<file path="config.mk">
export PLATFORM = sky130hd
export DESIGN_NAME = lin_slave_frame_receiver
export DESIGN_NICKNAME = d
export VERILOG_FILES = /design/src/rtl/core/lin_rx_pkg.sv /design/src/rtl/core/lin_slave_frame_receiver.sv
export SDC_FILE = /design/constraint.sdc
export NUM_CORES = 1
export LEC_CHECK = 0
export BUFFER_PORTS_ARGS = -buffer_cell sky130_fd_sc_hd__buf_2
export CAP_MARGIN = 5
export CORE_MARGIN = 3
export CORE_UTILIZATION = 30
export CTS_CLUSTER_SIZE = 10
export DETAILED_ROUTE_END_ITERATION = 8
export MAX_ROUTING_LAYER = met4
export SYNTH_ARGS = -nofsm -noshare
export SYNTH_HDL_FRONTEND = slang
export SYNTH_SLANG_ARGS = --single-unit
</file>
<file path="constraint.sdc">
create_clock -name clock -period 7.4 [get_ports clock]
set_input_delay 1.48 -clock clock [delete_from_list [all_inputs] [get_ports clock]]
set_output_delay 1.48 -clock clock [all_outputs]
set_load 0.01 [all_outputs]
</file>
<file path="src/rtl/core/lin_rx_pkg.sv">
// Shared types, constants and helpers for the LIN slave frame receiver.
`default_nettype none

package lin_rx_pkg;

   // Receive sequencer phases
   typedef enum logic [2:0] {
      PH_IDLE  = 3'd0,
      PH_BREAK = 3'd1,
      PH_SYNC  = 3'd2,
      PH_ID    = 3'd3,
      PH_DATA  = 3'd4
   } phase_type;

   localparam int          FRAME_LEN_DEFAULT = 4;
   localparam logic [7:0]  SYNC_BYTE         = 8'h55;

   // Register map (word index) and reset values
   localparam int          CSR_ADDR_W     = 4;
   localparam logic [1:0]  REG_RESPONSE_ID = 2'd0;
   localparam logic [1:0]  REG_FIXTURE_ID  = 2'd1;
   localparam logic [1:0]  REG_PATTERN_A   = 2'd2;
   localparam logic [1:0]  REG_PATTERN_B   = 2'd3;

   localparam logic [7:0]  RESPONSE_ID_RST = 8'h2E;
   localparam logic [7:0]  FIXTURE_ID_RST  = 8'h42;
   localparam logic [31:0] PATTERN_A_RST   = 32'hD344_FFBB;
   localparam logic [31:0] PATTERN_B_RST   = 32'h14FD_FF02;

   // Byte i of a pattern, identifier in the top byte; bytes past the fourth are zero
   function automatic logic [7:0] pat_byte(input logic [31:0] p, input int i);
      logic [7:0] b;
      case (i)
         0:       b = p[31:24];
         1:       b = p[23:16];
         2:       b = p[15:8];
         3:       b = p[7:0];
         default: b = 8'h00;
      endcase
      return b;
   endfunction

endpackage

`default_nettype wire

</file>
<file path="src/rtl/core/lin_slave_frame_receiver.sv">
// LIN slave receive sequencer: header tracking, identifier filter and frame compare.
//
//   Channel   Direction  Handshake                  Payload
//   req       in         req_valid / req_ready      req_func, req_data_byte
//   rsp       out        rsp_valid / rsp_ready      send_response, frame_done, match_a/b
//   csr       in/out     psel, penable, pwrite      paddr, pwdata, prdata (pready tied high)
//
// Each request advances the sequencer state and the frame buffer at the accepting
// edge, and its result lands in the response register.
// A new request is taken in every cycle while the response register is empty or
// being drained, so a stalled consumer stalls the request side only once it is full.
// Reset (synchronous, active high) returns the sequencer to idle, clears the byte
// count and restores the register defaults; the frame buffer is not cleared.
// Configuration writes land at the access edge and take effect on the next request.
`default_nettype none

module lin_slave_frame_receiver #(
   parameter int FRAME_LEN = lin_rx_pkg::FRAME_LEN_DEFAULT
) (
   input  wire                              clock,
   input  wire                              reset,
   // request channel
   input  wire                              req_valid,
   output logic                             req_ready,
   input  wire                              req_func,
   input  wire  [7:0]                       req_data_byte,
   // response channel
   output logic                             rsp_valid,
   input  wire                              rsp_ready,
   output logic                             rsp_send_response,
   output logic                             rsp_frame_done,
   output logic                             rsp_match_a,
   output logic                             rsp_match_b,
   // configuration port
   input  wire                              psel,
   input  wire                              penable,
   input  wire                              pwrite,
   input  wire  [lin_rx_pkg::CSR_ADDR_W-1:0] paddr,
   input  wire  [31:0]                      pwdata,
   output logic [31:0]                      prdata,
   output logic                             pready
);

   // Count holds up to FRAME_LEN-1; index addresses FRAME_LEN entries
   localparam int BL_W  = $clog2(FRAME_LEN);
   localparam int IDX_W = $clog2(FRAME_LEN);

   // ---------------------------------------------------------------------------
   // Configuration registers
   // ---------------------------------------------------------------------------
   logic [7:0]  response_id_ff;
   logic [7:0]  fixture_id_ff;
   logic [31:0] pattern_a_ff;
   logic [31:0] pattern_b_ff;
   logic        csr_write;

   assign pready    = 1'b1;
   assign csr_write = psel && penable && pwrite;

   always_ff @(posedge clock) begin
      if (reset) begin
         response_id_ff <= lin_rx_pkg::RESPONSE_ID_RST;
         fixture_id_ff  <= lin_rx_pkg::FIXTURE_ID_RST;
         pattern_a_ff   <= lin_rx_pkg::PATTERN_A_RST;
         pattern_b_ff   <= lin_rx_pkg::PATTERN_B_RST;
      end else if (csr_write) begin
         case (paddr[3:2])
            lin_rx_pkg::REG_RESPONSE_ID: response_id_ff <= pwdata[7:0];
            lin_rx_pkg::REG_FIXTURE_ID:  fixture_id_ff  <= pwdata[7:0];
            lin_rx_pkg::REG_PATTERN_A:   pattern_a_ff   <= pwdata;
            lin_rx_pkg::REG_PATTERN_B:   pattern_b_ff   <= pwdata;
            default: ;
         endcase
      end
   end

   always_comb begin
      case (paddr[3:2])
         lin_rx_pkg::REG_RESPONSE_ID: prdata = {24'h0, response_id_ff};
         lin_rx_pkg::REG_FIXTURE_ID:  prdata = {24'h0, fixture_id_ff};
         lin_rx_pkg::REG_PATTERN_A:   prdata = pattern_a_ff;
         lin_rx_pkg::REG_PATTERN_B:   prdata = pattern_b_ff;
         default:                     prdata = 32'h0;
      endcase
   end

   // ---------------------------------------------------------------------------
   // Sequencer state
   // ---------------------------------------------------------------------------
   lin_rx_pkg::phase_type phase_ff, phase_in;
   logic [BL_W-1:0]       bytes_left_ff, bytes_left_in;
   logic [7:0]            frame_ff [FRAME_LEN];
   logic [7:0]            frame_in [FRAME_LEN];

   logic                  rsp_valid_ff;
   logic                  send_ff, done_ff, match_a_ff, match_b_ff;
   logic                  send_in, done_in, match_a_in, match_b_in;

   logic                  req_fire;
   logic [7:0]            id_a, id_b;
   logic [BL_W-1:0]       bytes_left_dec;
   logic [BL_W:0]         wr_pos;
   logic [IDX_W-1:0]      wr_idx;
   logic                  id_is_pattern;

   // Accept while the response register is empty or being drained
   assign req_ready = !rsp_valid_ff || rsp_ready;
   assign req_fire  = req_valid && req_ready;

   assign id_a           = lin_rx_pkg::pat_byte(pattern_a_ff, 0);
   assign id_b           = lin_rx_pkg::pat_byte(pattern_b_ff, 0);
   assign bytes_left_dec = bytes_left_ff - BL_W'(1);
   assign wr_pos         = (BL_W+1)'(FRAME_LEN) - {1'b0, bytes_left_ff};
   assign wr_idx         = wr_pos[IDX_W-1:0];
   // Store data bytes only while the held identifier still names a pattern
   assign id_is_pattern  = (frame_ff[0] == id_a) || (frame_ff[0] == id_b);

   // Next state and frame buffer contents
   always_comb begin
      phase_in      = phase_ff;
      bytes_left_in = bytes_left_ff;
      for (int i = 0; i < FRAME_LEN; i++) begin
         frame_in[i] = frame_ff[i];
      end
      if (req_func) begin
         // break at any time rearms the header
         bytes_left_in = '0;
         phase_in      = lin_rx_pkg::PH_BREAK;
      end else begin
         case (phase_ff)
            lin_rx_pkg::PH_IDLE: ;
            lin_rx_pkg::PH_BREAK: begin
               // drop the framing byte of the break
               bytes_left_in = '0;
               phase_in      = lin_rx_pkg::PH_SYNC;
            end
            lin_rx_pkg::PH_SYNC: begin
               phase_in = (req_data_byte == lin_rx_pkg::SYNC_BYTE) ?
                          lin_rx_pkg::PH_ID : lin_rx_pkg::PH_IDLE;
            end
            lin_rx_pkg::PH_ID: begin
               if (req_data_byte == fixture_id_ff || req_data_byte == response_id_ff) begin
                  phase_in = lin_rx_pkg::PH_IDLE;
               end
               // pattern identifier wins over a response match
               if (req_data_byte == id_a || req_data_byte == id_b) begin
                  frame_in[0]   = req_data_byte;
                  bytes_left_in = BL_W'(FRAME_LEN - 1);
                  phase_in      = lin_rx_pkg::PH_DATA;
               end
            end
            lin_rx_pkg::PH_DATA: begin
               if (bytes_left_ff == '0 || {1'b0, bytes_left_ff} >= (BL_W+1)'(FRAME_LEN)) begin
                  bytes_left_in = '0;
                  phase_in      = lin_rx_pkg::PH_IDLE;
               end else begin
                  if (id_is_pattern) begin
                     for (int i = 1; i < FRAME_LEN; i++) begin
                        if (wr_idx == IDX_W'(i)) begin
                           frame_in[i] = req_data_byte;
                        end
                     end
                  end
                  bytes_left_in = bytes_left_dec;
                  if (bytes_left_dec == '0) begin
                     phase_in = lin_rx_pkg::PH_IDLE;
                  end
               end
            end
            default: begin
               bytes_left_in = '0;
               phase_in      = lin_rx_pkg::PH_IDLE;
            end
         endcase
      end
   end

   // Result fields for this request
   always_comb begin
      send_in    = 1'b0;
      done_in    = 1'b0;
      match_a_in = 1'b0;
      match_b_in = 1'b0;
      if (!req_func) begin
         case (phase_ff)
            lin_rx_pkg::PH_ID: begin
               send_in = (req_data_byte == fixture_id_ff) ||
                         (req_data_byte == response_id_ff);
            end
            lin_rx_pkg::PH_DATA: begin
               if (bytes_left_ff == BL_W'(1)) begin
                  // compare the frame including the byte arriving now
                  done_in    = 1'b1;
                  match_a_in = 1'b1;
                  match_b_in = 1'b1;
                  for (int i = 0; i < FRAME_LEN; i++) begin
                     if (frame_in[i] != lin_rx_pkg::pat_byte(pattern_a_ff, i)) begin
                        match_a_in = 1'b0;
                     end
                     if (frame_in[i] != lin_rx_pkg::pat_byte(pattern_b_ff, i)) begin
                        match_b_in = 1'b0;
                     end
                  end
               end
            end
            default: ;
         endcase
      end
   end

   always_ff @(posedge clock) begin
      if (reset) begin
         phase_ff      <= lin_rx_pkg::PH_IDLE;
         bytes_left_ff <= '0;
      end else if (req_fire) begin
         phase_ff      <= phase_in;
         bytes_left_ff <= bytes_left_in;
      end
   end

   // Frame buffer holds payload only: no reset
   always_ff @(posedge clock) begin
      if (req_fire) begin
         for (int i = 0; i < FRAME_LEN; i++) begin
            frame_ff[i] <= frame_in[i];
         end
      end
   end

   // ---------------------------------------------------------------------------
   // Response register
   // ---------------------------------------------------------------------------
   always_ff @(posedge clock) begin
      if (reset) begin
         rsp_valid_ff <= 1'b0;
      end else if (req_fire) begin
         rsp_valid_ff <= 1'b1;
      end else if (rsp_ready) begin
         rsp_valid_ff <= 1'b0;
      end
   end

   always_ff @(posedge clock) begin
      if (req_fire) begin
         send_ff    <= send_in;
         done_ff    <= done_in;
         match_a_ff <= match_a_in;
         match_b_ff <= match_b_in;
      end
   end

   assign rsp_valid         = rsp_valid_ff;
   assign rsp_send_response = send_ff;
   assign rsp_frame_done    = done_ff;
   assign rsp_match_a       = match_a_ff;
   assign rsp_match_b       = match_b_ff;

   // ---------------------------------------------------------------------------
   // Assertions
   // ---------------------------------------------------------------------------
   a_done_not_send: assert property (@(posedge clock) disable iff (reset)
      rsp_valid_ff && done_ff |-> !send_ff)
      else $error("frame completion and response request in one result");

   a_match_needs_done: assert property (@(posedge clock) disable iff (reset)
      rsp_valid_ff && (match_a_ff || match_b_ff) |-> done_ff)
      else $error("pattern match reported without a completed frame");

   a_break_rearms: assert property (@(posedge clock) disable iff (reset)
      req_fire && req_func |=> phase_ff == lin_rx_pkg::PH_BREAK && bytes_left_ff == '0)
      else $error("break did not rearm the header");

   a_count_only_in_data: assert property (@(posedge clock) disable iff (reset)
      phase_ff != lin_rx_pkg::PH_DATA |-> bytes_left_ff == '0)
      else $error("byte count left over outside frame collection");

endmodule

`default_nettype wire

</file>
**After elaboration in Yosys (flattened, before gate mapping)**

Memory sizes are Yosys's and may differ from the RTL's.
Cells that the tools add are included.

- Muxes and demuxes: 52
- $add $sub $neg: 2
- Reductions and logical operators: 24
- Equality and inequality tests: 31
- Bitwise logic cells: 3

Operators by type and width:

| cell | count |
|---|---|
| 2-to-1 mux 8 bit | 29 |
| one-hot mux 32 bit (4 select lines) | 1 |
| 2-to-1 mux 24 bit | 3 |
| inequality test 8 bit | 8 |
| == test 8 bit | 6 |
| 2-to-1 mux 32 bit | 1 |
| 2-to-1 mux 3 bit | 5 |
| one-hot mux 3 bit (5 select lines) | 1 |
| OR reduction 6 bit | 2 |
| == test 2 bit (second input constant) | 4 |
| == test 8 x 7 -> 1 bit (second input constant) | 1 |
| 2-to-1 mux 2 bit | 4 |
| inequality test 4 bit (second input constant) | 2 |
| AND reduction 2 bit | 4 |
| 2-to-1 mux 1 bit | 7 |
| == test 2 x 1 -> 1 bit (second input constant) | 3 |
| == test 3 x 2 -> 1 bit (second input constant) | 2 |
| zero test 2 bit | 3 |
| one-hot mux 2 bit (3 select lines) | 1 |
| OR reduction 2 bit | 3 |
| logical OR 1 bit | 4 |
| AND reduction 4 bit | 1 |
| == test 3 x 1 -> 1 bit (second input constant) | 1 |
| == test 3 bit (second input constant) | 1 |
| 11 further kinds | 15 |

- RAM bits: 32
- Bits of input ports: 52
- Logic and storage cells: 124
- Memories kept: 1
- Output and inout port bits: 39
- Register bits: 90

Memories:

| name | depth | bits a word | rd ports | clocked after Yosys merged registers in | write ports | line | text |
|---|---|---|---|---|---|---|---|
| frame_ff | 4 | 8 | 4 | 0 | 4 | lin_slave_frame_receiver.sv:92 | `logic [7:0] frame_ff [FRAME_LEN];` |

**Depth between registers and ports, before layout**

- Depth after elaboration: 9
- Depth in mapped cells: 13
- Mapped depth without buffers: 9

**Worst setup path before layout**

No wires, ideal clock.

- Path kind: input port to output port
- Start point: input port paddr[2] (netlist bit)
- End point: output port prdata[0]
- Cell stages on the path: 3
- Arrival: 2671 ps
- Buffers on the path: 2
- Data required time: 5920 ps
- Setup slack: 3249 ps
- Path through: buf_1 -> buf_1 -> mux4_2

- Longest elaborated chain between the ends: 2
- Elaborated cells between the ends (all ways): 5
- Classes of those cells: eq/ne: 3; mux: 1; reduce/logical: 1

RTL lines:

| item | line | text |
|---|---|---|
| from (decl) | lin_slave_frame_receiver.sv:38 | `input wire [lin_rx_pkg::CSR_ADDR_W-1:0] paddr,` |
| == test 2 bit, or another cell as far along | lin_slave_frame_receiver.sv:78 | `case (paddr[3:2])` |
| one-hot mux 32 bit (4 select lines) (*) | lin_slave_frame_receiver.sv:78 |  |
| to (decl) | lin_slave_frame_receiver.sv:40 | `output logic [31:0] prdata,` |

Mark *: on every way between the ends. The rest lies on a longest branch, timed or not.

==> flow_summary.toml <==
[timing]
slew_headroom_pct = 36.9
slew_violations = 0
setup_tns_ns = 0
skew_ns = 0.00999
fin_crit_sh_pct = 59.3
hold_viol_final = 0
period_needed_ns = 4.39
setup_viol = 0
worst_pin_slew_ns = 0.946
clock.fmax_ghz = 0.228
rsz0062_at_grt = "false"
holdWs_ns = 0.484

[min_path]
hold_end = "pattern_a_ff[13]"
hold_start = "pattern_a_ff[13]"
min_path_cells = 2
worstHoldPathType = "reg -> reg"

[global_route]
grt_use_total_pct = 19.2
antenna_found_initial = 0
grt_pass1_vias = 6510
grt_pass1_wl_microns = 38100
grt_start_max_net_pins = 87
grt_overflow = 0

[critical_path]
crit_required_ns = 7.60
ff2ff_setup_slack_ns = 3.38
critPathBufInv = 2
end_kind = "flip-flop"
crit_path_max_incr_delay_ns = 0.53
critPathKind = "in -> reg"
cp_max_fo = 24
cp_top_family = "simple AND/OR/NAND/NOR gates"
arrival_ns = 4.59
start_kind = "input pin"
crit_top_cell = "nor4_1"
regToRegEndpoint = "rsp_match_b"
r2r-start = "frame_ff[0][6]"
slowest_stage = "or4_1"
worstPathCellList = "buf_2, xor2_1, nor4_1, nand2_1, a21o_1, buf_4, mux2_4, xnor2_1, o211ai_1, or4_1, nor4_1"
reg2reg_depth = 9

[synthesis]
postSynth.asyncResetShare_pct = 0
synth_area_per_cell_sq_um = 8.60
ys_ff_latch = 122
synthFlopType = "dfxtp_1"
yosysSeqAreaShare_pct = 37.7
synth_nets = 917
ys_types = 66
syn_inst = 865
syn-cell-area_sq_um = 7440
yosys_warnings = 0
synth-edff-count = 36

[drt]
wl_per_cell_microns = 19.7
vias = 6619
vias_per_cell = 5.30
drcViolationCount = 0
drtIter0Drc = 592
wl_met3_microns = 1490
dr.max_layer_used = "met4"
wl_microns = 24700
wl_met2_microns = 11800
drtAntennaViolNets = 0
first_pass_iters = 5
wl_met1_microns = 10900

[power]
p_per_area_nw_per_um2 = 206
power.leakage_nw = 3.57
p_total_mw = 1.78
ir_drop_mv = 0.121

[finish]
final_util_pct = 36.2
nets = 969
design_area_sq_um = 8650
syn2layout_area_growth_pct = 16.2
antennaDiodeCount = 0
drive_gt1_share_pct = 15.3
final_cell_mix = "155 x nand2_1, 87 x buf_2, 86 x dfxtp_1, 53 x mux2i_1, 53 x xor2_1"
layout_commonest_cell = "nand2_1"

[clocking]
clock-sinks = 122
ctsHtreeMaxLevel = 4
clk_pin_slew_ns = 0.06
cts_tree = "yes"
cts_buffer_depth = 2
ctsResizeCount = 0
root_buffer = "clkbuf_16"
clk_latency_ns = 0.43
cts_buffers = 17
cts_hold_buf = 0
postCtsSetupBuffers = 0

[die]
die-height_microns = 163
coreArea_sq_um = 23900
initial_core_util_pct = 31.1
chipWidth_microns = 163
dieArea_sq_um = 26700
io_pins = 91
rows = 56

[placement]
gp_congestion = 0.982
numPortBuffers = 87
place_hpwl_microns = 17200
placed_area_sq_um = 8050

[run]
max-cap-violations = 0

[status]
status = "complete, no violations"
-- routing by layer --
| layer | global-route usage, % | up-vias |
|---|---|---|
| li1 | - | 3126 |
| met1 | 24.5 | 3206 |
| met2 | 30.9 | 246 |
| met3 | 4.06 | 41 |
| met4 | 5.54 | 0 |
| met5 | - | - |
-- where the power goes --
part / internal, mW / switching, mW / leakage (nW) / total (mW)
Combinational: 0.0764 / 0.117 / 2.24 / 0.193
Clock: 0.535 / 0.314 / 0.284 / 0.850
Sequential: 0.712 / 0.0236 / 1.05 / 0.736
-- cells by family after synthesis --
family,synth area share (%)
flip-flops,37.7
other,0.0504
buffers and inverters,6.09
AO/OA/AOI/OAI,13.7
multiplexers,10.4
XOR/XNOR,8.95
AND/OR/NAND/NOR,23.1
-- stage by stage --
stage / std cells / worst slack [ns]
floorplan: 865 / 3.25
detailed placement: 1217 / 2.57
global route: 1249 / 2.84
global placement: 1217 / 2.60
finish: 1249 / 3.01
CTS: 1249 / 2.99
-- worst max-delay path by stage --
stage | slack [ns] | cells after the start | start | end
floorplan | 3.25 | 3 | paddr[2] | prdata[0]
global placement | 2.60 | 11 | req_data_byte[2] | rsp_match_a
detailed placement | 2.57 | 11 | req_data_byte[2] | rsp_match_a
CTS | 2.99 | 4 | paddr[2] | prdata[5]
global route | 2.84 | 11 | req_data_byte[2] | rsp_match_a
finish | 3.01 | 11 | req_data_byte[2] | rsp_match_a
-- worst min-delay path: stages (launching register included) --
cell	delay, ns
dfxtp_1	0.32
nand2_1	0.05
nand3b_1	0.06
-- final cells by class --
type	instances	area (sq um)
Sequential cell	122	2800
Timing Repair Buffer	95	495
Multi-Input combinational cell	638	4200
Clock buffer	20	447
Clock inverter	12	146
Fill cell	2472	15200
Tap cell	319	399
Inverter	43	161
-- synth_stat cells, types with 23 or more instances --
library cell  number  area [sq um]
xnor2_1           23           201
mux2i_1           53           531
nand2_1          155           582
o21ai_0           23           115
clkbuf_1          36           135
a21oi_1           46           230
xor2_1            53           464
nor2_1            45           169
nor2b_1           35           219
nand3b_1          38           285
dfxtp_1           86          1720
inv_1             43           161
edfxtp_1          36          1080
-- registers in the layout, summed over array words and instances (netlist names) --
name,count
bytes_left_ff,2
fixture_id_ff,8
frame_ff,32
pattern_a_ff,32
pattern_b_ff,32
phase_ff,3
response_id_ff,8
rsp_frame_done,1
rsp_match_a,1
rsp_match_b,1
rsp_send_response,1
rsp_valid,1
No activity file was read; power rests on OpenSTA's default activity.
